<file path="src/rtl/rcbd_pkg.sv">
// Shared constants, types and arithmetic helpers for the ray cast boundary detector.
package rcbd_pkg;

  localparam int IMG_WIDTH       = 256;
  localparam int IMG_HEIGHT      = 256;
  localparam int MAX_RAYS        = 64;
  localparam int MAX_WINDOW_SIDE = 15;

  localparam int PIX_TOTAL = IMG_WIDTH * IMG_HEIGHT;
  localparam int ADDR_W    = $clog2(PIX_TOTAL);
  localparam int COL_W     = $clog2(IMG_WIDTH);
  localparam int ROW_W     = $clog2(IMG_HEIGHT);
  localparam int DIST_END  = IMG_HEIGHT * 256;
  localparam int D_W       = $clog2(DIST_END) + 1;
  localparam int P_W       = D_W + 17;
  localparam int OFF_W     = D_W + 2;
  localparam int XQ_W      = OFF_W + 2;
  localparam int POS_W     = XQ_W - 8;
  localparam int ORIGIN_X  = IMG_WIDTH / 2;
  localparam int ORIGIN_XQ = ORIGIN_X * 256;
  localparam int ORIGIN_YQ = (IMG_HEIGHT - 2) * 256;

  localparam int CORDIC_STEPS = 16;
  localparam int CORDIC_START = 19898;
  localparam int CW           = 18;
  localparam int Z_W          = 25;
  localparam int QN_W         = 30;
  localparam int DIV_STEPS    = QN_W;
  localparam int SUM_W        = 16;
  localparam int SQ_W         = 20;

  localparam int CFG_IDX_W  = 3;
  localparam int CFG_DATA_W = 12;
  localparam int OUT_DATA_W = 24;
  localparam int QDEPTH     = 4;

  localparam logic [CFG_IDX_W-1:0] REG_FAN   = 3'd0;
  localparam logic [CFG_IDX_W-1:0] REG_RAYS  = 3'd1;
  localparam logic [CFG_IDX_W-1:0] REG_THR   = 3'd2;
  localparam logic [CFG_IDX_W-1:0] REG_STEP  = 3'd3;
  localparam logic [CFG_IDX_W-1:0] REG_SIDE  = 3'd4;
  localparam logic [CFG_IDX_W-1:0] REG_EDGE  = 3'd5;
  localparam logic [CFG_IDX_W-1:0] REG_MIND  = 3'd6;

  typedef enum logic {
    OP_LOAD = 1'b0,
    OP_RUN  = 1'b1
  } op_t;

  typedef struct packed {
    op_t        op;
    logic [7:0] pixel;
  } q_entry_t;

  typedef struct packed {
    logic [7:0]  fan_angle_deg;
    logic [6:0]  ray_count;
    logic [7:0]  level_threshold;
    logic [11:0] march_step_q8;
    logic [3:0]  window_side;
    logic        edge_mode;
    logic [8:0]  min_origin_distance;
  } cfg_t;

  function automatic logic signed [Z_W-1:0] atan_q16(input logic [3:0] i);
    logic signed [Z_W-1:0] r;
    unique case (i)
      4'd0:  r = 25'sd2949120;
      4'd1:  r = 25'sd1740967;
      4'd2:  r = 25'sd919879;
      4'd3:  r = 25'sd466945;
      4'd4:  r = 25'sd234379;
      4'd5:  r = 25'sd117304;
      4'd6:  r = 25'sd58666;
      4'd7:  r = 25'sd29335;
      4'd8:  r = 25'sd14668;
      4'd9:  r = 25'sd7334;
      4'd10: r = 25'sd3667;
      4'd11: r = 25'sd1833;
      4'd12: r = 25'sd917;
      4'd13: r = 25'sd458;
      4'd14: r = 25'sd229;
      4'd15: r = 25'sd115;
      default: r = '0;
    endcase
    return r;
  endfunction

  function automatic logic signed [OFF_W-1:0] rnd15(input logic signed [P_W-1:0] v);
    logic [P_W-1:0] mag;
    logic [P_W-1:0] m;
    mag = v[P_W-1] ? P_W'(-v) : P_W'(v);
    m = (mag + P_W'(1 << 14)) >> 15;
    return v[P_W-1] ? OFF_W'(-$signed(m)) : OFF_W'($signed(m));
  endfunction

  function automatic logic signed [POS_W-1:0] rnd8(input logic signed [XQ_W-1:0] v);
    logic [XQ_W-1:0] mag;
    logic [XQ_W-1:0] m;
    mag = v[XQ_W-1] ? XQ_W'(-v) : XQ_W'(v);
    m = (mag + XQ_W'(128)) >> 8;
    return v[XQ_W-1] ? POS_W'(-$signed(m)) : POS_W'($signed(m));
  endfunction

  function automatic logic signed [15:0] clamp16(input logic signed [CW-1:0] v);
    logic signed [15:0] r;
    if (v > CW'(32767)) r = 16'sh7fff;
    else if (v < -CW'(32768)) r = 16'sh8000;
    else r = 16'(v);
    return r;
  endfunction

endpackage

</file>
<file path="src/rtl/rcbd_front.sv">
// Input front end: take transfers, classify load or run, and queue them.
module rcbd_front (
  input  logic                clk,
  input  logic                rst,
  input  logic                in_valid,
  output logic                in_ready,
  input  logic                in_cmd,
  input  logic [7:0]          in_pixel,
  output logic                q_valid,
  output rcbd_pkg::q_entry_t  q_entry,
  input  logic                q_pop
);

  localparam int PTR_W = $clog2(rcbd_pkg::QDEPTH);

  rcbd_pkg::q_entry_t mem [rcbd_pkg::QDEPTH];
  logic [PTR_W-1:0] wptr, rptr;
  logic [PTR_W:0]   count;
  logic             push, pop;
  rcbd_pkg::q_entry_t entry;

  assign in_ready = count < (PTR_W+1)'(rcbd_pkg::QDEPTH);
  assign push     = in_valid && in_ready;
  assign q_valid  = count != '0;
  assign pop      = q_pop && q_valid;
  assign q_entry  = mem[rptr];

  always_comb begin
    entry.op    = in_cmd ? rcbd_pkg::OP_RUN : rcbd_pkg::OP_LOAD;
    entry.pixel = in_pixel;
  end

  always_ff @(posedge clk) begin
    if (push) mem[wptr] <= entry;
  end

  always_ff @(posedge clk) begin
    if (rst) begin
      wptr  <= '0;
      rptr  <= '0;
      count <= '0;
    end else begin
      if (push) wptr <= wptr + 1'b1;
      if (pop) rptr <= rptr + 1'b1;
      count <= count + (PTR_W+1)'(push) - (PTR_W+1)'(pop);
    end
  end

endmodule

</file>
<file path="config.mk">
export PLATFORM = sky130hd
export DESIGN_NAME = rcbd_front
export DESIGN_NICKNAME = d
export VERILOG_FILES = /design/src/rtl/rcbd_pkg.sv /design/src/rtl/rcbd_front.sv
export SDC_FILE = /design/constraint.sdc
export NUM_CORES = 1
export LEC_CHECK = 0
export BUFFER_PORTS_ARGS = -buffer_cell sky130_fd_sc_hd__buf_2
export CORE_UTILIZATION = 55
export CTS_CLUSTER_SIZE = 40
export DETAILED_ROUTE_END_ITERATION = 6
export PLACE_DENSITY = 0.77
export SYNTH_ARGS = -nofsm -noshare
export SYNTH_HDL_FRONTEND = slang
export SYNTH_SLANG_ARGS = --single-unit
</file>
<file path="constraint.sdc">
create_clock -name clk -period 2.2 [get_ports clk]
set_input_delay 0.44 -clock clk [delete_from_list [all_inputs] [get_ports clk]]
set_output_delay 0.44 -clock clk [all_outputs]
set_load 0.005 [all_outputs]
</file>
==> summary.md, run 1 <==
| Metric | Value |
|---|---|
| Bufs and invs on worst path | 1 |
| Clock latency on the worst-skew pair | 0.35 ns |
| Cell class contributing the biggest share of worst-path delay | adder cells |
| Number of remaining DRC errors | 0 |
| Net count reported at finish | 142 |
| Detailed-route wire length | 2440 um |
| Number of buffers inserted during clock tree synthesis | 5 |
| Antenna violations before repair | 0 |
| Logic gate share of total power | 25.5% |
| Total number of vias | 854 |
| Initial standard-cell utilization of the core | 57.6% |
| Met3 Usage GRT | 7.03% |
| Number of antenna repair diodes | 0 |
| Synthesis Warnings | 0 |
| Clock network power share | 22.6% |
| Biggest cell delay along the critical path | 0.38 ns |
| Share of post-route cells with drive strength above 1 | 35.0% |
| Core area | 3050 um2 |
| Pin count of the biggest net entering global routing | 14 |
| # clock sinks | 45 |
| Top-level port count | 24 |
| Worst setup EP type | flop |
| Final-report setup violation count | 0 |
| Cells after Synth | 93 |
| Req. time, crit path | 2.45 ns |
| Maximum fanout along the worst path | 5 |
| Type of the worst setup path | flop to flop |
| Worst hold slack | 0.297 ns |
| Cell Chain, Critical Path | o31a_2 -> ha_1 -> inv_1 -> ha_1 -> fa_1 -> xnor2_1 -> xnor2_1 -> nor2_1 |
| Post-synthesis sequential area ratio | 71.7% |
| Worst Tran Pin Value | 0.492 ns |
| Hold Path Class | input pin to flop |
| Kind of start point of the critical path | flop |
| Detailed-route wire length per cell | 14.6 um |
| Layout overhead on the synthesized area | 13.7% |
| Vias in the first global route | 846 |
| Mean cell area of the mapped netlist | 18.9 um2 |
| Total number of placement rows | 20 |
| Violation count after the first detailed-routing iteration | 22 |
| Cell types occupying the most area after synthesis | sky130_fd_sc_hd__edfxtp_1, sky130_fd_sc_hd__mux4_2, sky130_fd_sc_hd__dfxtp_1, sky130_fd_sc_hd__ha_1, sky130_fd_sc_hd__inv_1 |
| Count of antenna-violating nets left after detailed routing | 0 |
| Outcome | completed |
| Area share of the largest cell type after synthesis | 61.5% |
| Max-slew violation total from the final report | 0 |
| Highest-count cells in the layout ignoring fill and taps | sky130_fd_sc_hd__edfxtp_1, sky130_fd_sc_hd__buf_2, sky130_fd_sc_hd__mux4_2 |
| Total die area | 3430 um2 |
| Data arrival time at the worst-slack endpoint | 2.36 ns |
| Area leader, netlist | sky130_fd_sc_hd__edfxtp_1 |
| Total of buffers placed on input and output ports | 23 |
| Max Clk Rate | 474 MHz |
| CTS tree | built |
| Internal power of the cells | 1.58 mW |
| Met1 capacity usage during global routing | 18.3% |
| Placed cell count | 159 |
| Maximum VDD drop | 0.000706 V |
| Worst-case headroom to the max-slew limit | 67.2% |
| Total Negative Setup Slacks | 0 ns |
| Non-filler instance count after layout | 167 |
| Global placer's final weighted congestion | 0.620 |
| Power dissipated by switching net loads | 0.549 mW |
| Switching part of the total | 25.7% |
| Post-layout min period | 2.11 ns |
| Worst-case clock buffer depth | 2 |
| H-tree depth | 2 |
| Gr ovfl total | 0 |
| Slowest stage cell on the critical path | sky130_fd_sc_hd__dfxtp_1 |
| First-pass GRT wire length | 3860 um |
| HPWL after DPL | 1690 um |
| Power per standard cell area | 1070 nW/um2 |
| Horizontal extent of the die | 58.6 um |
| Post-Synthesis Net Count | 113 |
| Utilization after layout | 65.5% |
| Setup repair after global routing missed its margin | false |
| Via-to-Cell Ratio | 5.11 |
| Post-synth cell types | 19 |
| Setup Skew | 0.00192 ns |
| Met2 track demand over resource | 27.8% |
| Area of the mapped netlist | 1760 um2 |
| Leakage dissipation | 0.722 nW |
| Overall die height | 58.6 um |
| Final Hold Viols | 0 |
| Aggregate global-route resource usage | 16.8% |
| Most used routing layer | met2 |
| Master cell of the clock root buffer | sky130_fd_sc_hd__clkbuf_4 |
| Flops & latches, synth | 45 |
| Share of total power in sequential cells | 51.9% |
| Most common library cell in the layout ignoring fill and taps | sky130_fd_sc_hd__edfxtp_1 |
| Final cycle utilization of the critical path | 95.9% |
| Clock transition at the registers of the reported paths | 0.12 ns |
| Hold buffer count at cts | 0 |
| Max-cap violation count | 0 |
| Number of detailed-route iterations in the first pass | 4 |
[cell type report]
| type | count | area, um2 |
|---|---|---|
| inverters | 7 | 26.3 |
| fillers | 232 | 1050 |
| clock buffers | 6 | 41.3 |
| multi-input cells | 38 | 450 |
| repair buffers | 25 | 130 |
| flip-flops and latches | 45 | 1260 |
| well taps | 44 | 55.1 |
| clock inverters | 2 | 33.8 |
[metal layers]
layer / vias up / wire [um]
li1: 404 / -
met1: 425 / 997
met2: 19 / 1270
met3: 6 / 116
met4: 0 / 54
met5: - / 0
[power by group through the flow]
stage / Sequential, mW / Clock, mW / Combinational (mW)
finish: 1.11 / 0.481 / 0.545
global route: 1.12 / 0.522 / 0.603
CTS: 1.11 / 0.490 / 0.560
detailed placement: 1.13 / 0 / 0.559
global placement: 1.12 / 0 / 0.537
floorplan: 1.10 / 0 / 0.405
[cell usage after synthesis]
master                      n
sky130_fd_sc_hd__and2_1     4
sky130_fd_sc_hd__buf_2      1
sky130_fd_sc_hd__buf_6      1
sky130_fd_sc_hd__clkbuf_2   1
sky130_fd_sc_hd__dfxtp_1    9
sky130_fd_sc_hd__edfxtp_1  36
sky130_fd_sc_hd__fa_1       1
sky130_fd_sc_hd__ha_1       6
sky130_fd_sc_hd__inv_1      7
sky130_fd_sc_hd__mux2i_1    1
sky130_fd_sc_hd__mux4_2     9
sky130_fd_sc_hd__nor2_1     6
sky130_fd_sc_hd__nor2b_1    3
sky130_fd_sc_hd__o311ai_1   1
sky130_fd_sc_hd__o31a_2     1
sky130_fd_sc_hd__or3_1      1
sky130_fd_sc_hd__xnor2_1    3
sky130_fd_sc_hd__xnor2_2    1
sky130_fd_sc_hd__xor2_1     1
[cells by family (layout without fill, tap and decap cells)]
family / count (synthesis) / count (layout) / synth area share [%]
flip-flops: 45 / 45 / 71.7
XOR/XNOR: 5 / 5 / 2.92
AND/OR/NAND/NOR: 14 / 14 / 4.13
multiplexers: 10 / 10 / 12.1
adder cells (fa/ha/maj): 7 / 7 / 5.41
AO/OA/AOI/OAI: 2 / 2 / 1.07
buffers and inverters: 10 / 40 / 2.70
[stage by stage]
step / setup slack [ns] / total power [mW] / instance area, um2
finish: 0.0905 / 2.13 / 2000
global route: 0.0190 / 2.25 / 2000
CTS: 0.0591 / 2.16 / 2000
detailed placement: 0.0825 / 1.69 / 1920
global placement: 0.167 / 1.66 / 1920
floorplan: 0.176 / 1.51 / 1760
[timing repair]
item	in CTS	in global routing
gates resized for setup	0	1
buffers inserted	0	0
endpoints found under the setup margin	0	1
[worst paths after layout]
check / endpoint / cells past startpoint / startpoint / slack [ns]
worst max-delay path: count[2] / 8 / count[1] / 0.09
worst min register to register: rptr[1] / 2 / rptr[1] / 0.55
worst min-delay path: mem[0][7] / 1 / in_pixel[7] / 0.30
worst max register to register: count[2] / 8 / count[1] / 0.09
[worst register-to-register path: cells and delay by family, from the launching register on]
kind	cells	cell delay, ns
adders and majority gates	3	0.84
buffers and inverters	1	0.04
xor gates and xnor gates	2	0.31
DFF	1	0.38
AOI/OAI and AO/OA	1	0.38
and+or+nand+nor	1	0.06
[flip-flops by register name (all words and copies together), names as in the netlist, named ones only]
register	flops
mem	36
count	3
rptr	2
wptr	2
(Power assumes the default switching activity.)
==> run 2: changes to the inputs <==
Settings changed: CTS_BUF_LIST set to sky130_fd_sc_hd__clkbuf_16.
==> run 2 against run 1 <==
Register-to-register slack is essentially flat. Global-route usage grew 0.19 points. Count of clock-buffer cells in the layout shrank 1. Combinational power is essentially flat. Non-clock buffer count is the same. First-iteration DRC count shrank 18%. Core utilization grew 2.8 points. Sequential power is essentially flat. Critical path depth is the same. Sequential share of layout area shrank 2.7 points. Clock power grew 66%. Largest power group unchanged.
==> summary.md, run 2 (synthesis results as in run 1) <==
| Metric | Value |
|---|---|
| Top-level port count | 24 |
| Data arrival time at the worst-slack endpoint | 2.29 ns |
| Worst setup EP type | flop |
| Reg with most FFs | mem |
| CTS tree | built |
| Pin count of the biggest net entering global routing | 14 |
| Number of buffers inserted during clock tree synthesis | 5 |
| Worst Tran Pin Value | 0.487 ns |
| Power per standard cell area | 1180 nW/um2 |
| Hold Path Class | input pin to flop |
| Hold Path Sink | mem[3][1] |
| Maximum VDD drop | 0.000669 V |
| Violation count after the first detailed-routing iteration | 18 |
| Cell area after placement | 1920 um2 |
| Final-report setup violation count | 0 |
| Master cell of the clock root buffer | sky130_fd_sc_hd__clkbuf_16 |
| # clock sinks | 45 |
| Hold buffer count at cts | 0 |
| Post-layout min period | 2.12 ns |
| Outcome | completed |
| Req. time, crit path | 2.37 ns |
| Count of antenna-violating nets left after detailed routing | 0 |
| Via-to-Cell Ratio | 5.14 |
| Worst hold slack | 0.379 ns |
| H-tree depth | 2 |
| Gr ovfl total | 0 |
| Core area | 3050 um2 |
| Cells on worst reg2reg path | 8 |
| Total of buffers placed on input and output ports | 23 |
| Launch instance of the worst min-delay path | in_pixel[1] |
| Max reg flops | 36 |
| Clock transition at the registers of the reported paths | 0.06 ns |
| Vias in the first global route | 857 |
| HPWL after DPL | 1690 um |
| Aggregate global-route resource usage | 17.0% |
| PostCTS Resize Cnt | 0 |
| Biggest registers after layout | mem: 36 flops, count: 3 flops |
| Number of antenna repair diodes | 0 |
| Worst slack, placed | 0.0825 ns |
| Detailed-route wire length | 2450 um |
| Antenna violations before repair | 0 |
| Max Clk Rate | 471 MHz |
| Worst-case clock buffer depth | 2 |
| Overall die height | 58.6 um |
| Final cycle utilization of the critical path | 96.5% |
| Leakage dissipation | 0.764 nW |
| Final Hold Viols | 0 |
| Number of detailed-route iterations in the first pass | 4 |
| Global placer's final weighted congestion | 0.620 |
| Kind of start point of the critical path | flop |
| Type of the worst setup path | flop to flop |
| Net count reported at finish | 142 |
| Most common library cell in the layout ignoring fill and taps | sky130_fd_sc_hd__edfxtp_1 |
| Total number of vias | 859 |
| Initial standard-cell utilization of the core | 57.6% |
| Total Negative Setup Slacks | 0 ns |
| Worst setup path start | count[2] |
| Number of remaining DRC errors | 0 |
| Max-slew violation total from the final report | 0 |
| Layout overhead on the synthesized area | 18.6% |
| Maximum fanout along the worst path | 6 |
| Slack of the worst reg-to-reg path | 0.08 ns |
| Post-route standard cell area excluding fillers | 2090 um2 |
| Highest-count cells in the layout ignoring fill and taps | sky130_fd_sc_hd__edfxtp_1, sky130_fd_sc_hd__buf_2, sky130_fd_sc_hd__mux4_2, sky130_fd_sc_hd__dfxtp_1, sky130_fd_sc_hd__inv_1 |
| Total die area | 3430 um2 |
| Detailed-route wire length per cell | 14.6 um |
| Final WS setup | 0.0772 ns |
| Max-cap violation count | 0 |
| Total number of placement rows | 20 |
| Setup repair after global routing missed its margin | false |
| Launching point of the worst reg2reg path | count[2] |
| Worst-case headroom to the max-slew limit | 67.5% |
| Clock latency on the worst-skew pair | 0.28 ns |
| First-pass GRT wire length | 3910 um |
| Horizontal extent of the die | 58.6 um |
| # Post-CTS Setup Buffers | 0 |
| Worst reg2reg endpoint | count[2] |
| Worst Hold Depth | 1 |
| Share of post-route cells with drive strength above 1 | 34.1% |
| Setup Skew | 0.00297 ns |
## run 2: per-layer routing
metal / vias to the layer above / global-route usage, % / part of all wire [%]
met4: 0 / 9.86 / 1.3
met5: - / 0 / 0
li1: 403 / - / -
met2: 19 / 27.9 / 54
met3: 4 / 7.03 / 3.6
met1: 433 / 18.7 / 41
## run 2: layout make-up
class	instances	area, um2
multi-input combinational	38	450
sequential	45	1260
inverter	7	26.3
fill	223	967
clock inverter	3	37.5
clock buffer	5	125
timing repair buffer	25	130
tap	44	55.1
## run 2: power breakdown
part | internal (mW) | switching, mW | total [mW]
Clock | 0.527 | 0.272 | 0.799
Sequential | 1.04 | 0.0678 | 1.11
Combinational | 0.308 | 0.238 | 0.546
Total | 1.88 | 0.578 | 2.45
## run 2: critical path, cell delays in order, from the launching register on
cell and delay [ns]:
sky130_fd_sc_hd__dfxtp_1 0.36, sky130_fd_sc_hd__o31a_2 0.40, sky130_fd_sc_hd__ha_1 0.28, sky130_fd_sc_hd__inv_1 0.04, sky130_fd_sc_hd__ha_1 0.18, sky130_fd_sc_hd__fa_1 0.38
sky130_fd_sc_hd__xnor2_1 0.18, sky130_fd_sc_hd__xnor2_1 0.13, sky130_fd_sc_hd__nor2_1 0.06
## run 2: through the flow
stage / utilization (%) / cells / power, mW
final: 68.3 / 167 / 2.45
after global placement: 63.0 / 159 / 1.66
after CTS: 68.3 / 167 / 2.49
after floorplan: - / 93 / 1.51
after detailed placement: 63.0 / 159 / 1.69
after global routing: 68.3 / 167 / 2.57
## run 2: worst max-delay path by stage
stage	to	slack [ns]
after global placement	count[2]	0.17
after floorplan	count[2]	0.18
after global routing	count[2]	0.007
after CTS	count[2]	0.07
final	count[2]	0.08
after detailed placement	count[2]	0.08
==> run 3: changes to the inputs <==
Settings changed: CORE_UTILIZATION 55 to 50, PLACE_DENSITY 0.77 to 0.74, TNS_END_PERCENT set to 10.
Clock period 2.2 ns to 1.7 ns, I/O delays scaled along.
==> run 3 against run 2 <==
The run now ends with setup timing left. Global-route usage grew 0.34 points. Maximum frequency grew 11%. Core utilization fell by 2.4 points. Wire length grew 18%. Via count grew 2.8%. Critical endpoint unchanged. Largest cell class unchanged.
==> summary.md, run 3 (synthesis results as in run 1) <==
| Metric | Value |
|---|---|
| Total die area | 3760 um2 |
| Post-route standard cell area excluding fillers | 2220 um2 |
| Clock latency on the worst-skew pair | 0.28 ns |
| Data arrival time at the worst-slack endpoint | 2.08 ns |
| Placed cell count | 172 |
| Cell Chain, Critical Path | o31a_4 -> ha_4 -> inv_2 -> ha_4 -> fa_2 -> xnor2_2 -> xnor2_1 -> nor2_1 |
| Violation count after the first detailed-routing iteration | 35 |
| Max Clk Rate | 525 MHz |
| Cell with the most instances on the worst path | sky130_fd_sc_hd__ha_4 |
| Count of antenna-violating nets left after detailed routing | 0 |
| Bufs and invs on worst path | 1 |
| Clock transition at the registers of the reported paths | 0.06 ns |
| Share of post-route cells with drive strength above 1 | 45.9% |
| Number of antenna repair diodes | 0 |
| Antenna violations before repair | 0 |
| First-pass GRT wire length | 4240 um |
| Cell area after placement | 2040 um2 |
| Aggregate global-route resource usage | 17.4% |
| Highest-count cells in the layout ignoring fill and taps | sky130_fd_sc_hd__edfxtp_1, sky130_fd_sc_hd__buf_2, sky130_fd_sc_hd__buf_4 |
| Power per standard cell area | 1470 nW/um2 |
| Max reg flops | 36 |
| Overall die height | 61.3 um |
| Reg with most FFs | mem |
| Total number of vias | 883 |
| Switching part of the total | 25.4% |
| Gr ovfl total | 0 |
| # clock sinks | 45 |
| Global placer's final weighted congestion | 0.659 |
| Pin count of the biggest net entering global routing | 14 |
| Worst Tran Pin Value | 0.342 ns |
| Initial standard-cell utilization of the core | 52.3% |
| Top-level port count | 24 |
| Worst slack, placed | -0.272 ns |
| Leakage dissipation | 0.827 nW |
| Final WS setup | -0.206 ns |
| Core area | 3360 um2 |
| Final-report setup violation count | 11 |
| Req. time, crit path | 1.87 ns |
| Clock network power share | 27.4% |
| Slowest stage cell on the critical path | sky130_fd_sc_hd__o31a_4 |
| Post-layout min period | 1.91 ns |
| Vias in the first global route | 893 |
| Via-to-Cell Ratio | 4.88 |
| Non-filler instance count after layout | 181 |
| Share of total power in sequential cells | 43.9% |
| Worst hold slack | 0.271 ns |
| Final cycle utilization of the critical path | 112% |
| Final Hold Viols | 0 |
| Power dissipated by switching net loads | 0.828 mW |
| Worst-case headroom to the max-slew limit | 76.8% |
| Total Negative Setup Slacks | -0.551 ns |
| Master cell of the clock root buffer | sky130_fd_sc_hd__clkbuf_16 |
| CTS tree | built |
| Maximum VDD drop | 0.000804 V |
| Layout overhead on the synthesized area | 26.0% |
| Max-cap violation count | 0 |
| Total number of placement rows | 21 |
| Detailed-route wire length | 2890 um |
| Hold buffer count at cts | 0 |
| Biggest registers after layout | mem: 36 flops, count: 3 flops |
| HPWL after DPL | 2070 um |
| Net count reported at finish | 154 |
| Detailed-route wire length per cell | 16.0 um |
| Logic gate share of total power | 28.7% |
| H-tree depth | 2 |
| Cell class contributing the biggest share of worst-path delay | adder cells |
| Setup Skew | 0.00247 ns |
| Worst setup EP type | flop |
| Total power consumption of the routed design | 3.26 mW |
| Number of detailed-route iterations in the first pass | 4 |
| Worst-case clock buffer depth | 2 |
| Horizontal extent of the die | 61.3 um |
| Outcome | complete, but fails checks |
| Most common library cell in the layout ignoring fill and taps | sky130_fd_sc_hd__edfxtp_1 |
| Biggest cell delay along the critical path | 0.36 ns |
| Number of remaining DRC errors | 0 |
| Number of buffers inserted during clock tree synthesis | 5 |
| Kind of start point of the critical path | flop |
| Hold Path Class | input pin to flop |
| Maximum fanout along the worst path | 2 |
| Setup repair after global routing missed its margin | true |
| Type of the worst setup path | flop to flop |
| Internal power of the cells | 2.43 mW |
| Total of buffers placed on input and output ports | 23 |
| Max-slew violation total from the final report | 0 |
| Utilization after layout | 65.9% |
| Failing checks | setup timing |
-- run 3: cell count changes in the layout (fill, tap and decap cells not counted), moves of 2 or more --
| cell | delta |
|---|---|
| sky130_fd_sc_hd__inv_1 | -2 |
| sky130_fd_sc_hd__dfxtp_2 | +3 |
| sky130_fd_sc_hd__ha_1 | -2 |
| sky130_fd_sc_hd__buf_4 | +9 |
| sky130_fd_sc_hd__ha_4 | +2 |
| sky130_fd_sc_hd__dfxtp_1 | -3 |
| sky130_fd_sc_hd__buf_6 | +4 |
-- run 3: power by group through the flow --
stage                     Sequential (mW)  Clock, mW  Combinational [mW]
after floorplan                      1.44          0               0.563
after global placement               1.43          0               0.855
after detailed placement             1.45          0               0.883
final                                1.43      0.892               0.936
after global routing                 1.44      0.950                1.04
after CTS                            1.42      0.907               0.918
-- run 3: area by class of cell --
cell class	instances	area [um2]
Clock inverter	3	12.5
Inverter	7	26.3
Sequential cell	45	1260
Timing Repair Buffer	37	238
Multi-Input combinational cell	38	493
Fill cell	259	1150
Clock buffer	5	125
Tap cell	46	57.6
-- run 3: final timing paths --
kind,start,cells past startpoint,slack (ns),end
max,count[1],8,-0.21,count[2]
min,in_pixel[2],1,0.27,mem[3][2]
max reg2reg,count[1],8,-0.21,count[2]
min reg2reg,rptr[1],2,0.57,flop
-- run 3: repair_timing --
action | CTS | global route
pin swaps | 6 | 0
buffers inserted | 1 | 0
setup endpoints to repair | 11 | 12
hold endpoints to repair | 0 | 0
gates resized for setup | 2 | 5
-- run 3: layer usage --
metal	up-vias	track usage (%)	part of all wire [%]
met5	-	0	0
met4	0	10.4	2.1
met3	6	5.25	3.8
met2	19	28.7	55
met1	432	20.0	39
li1	426	-	-
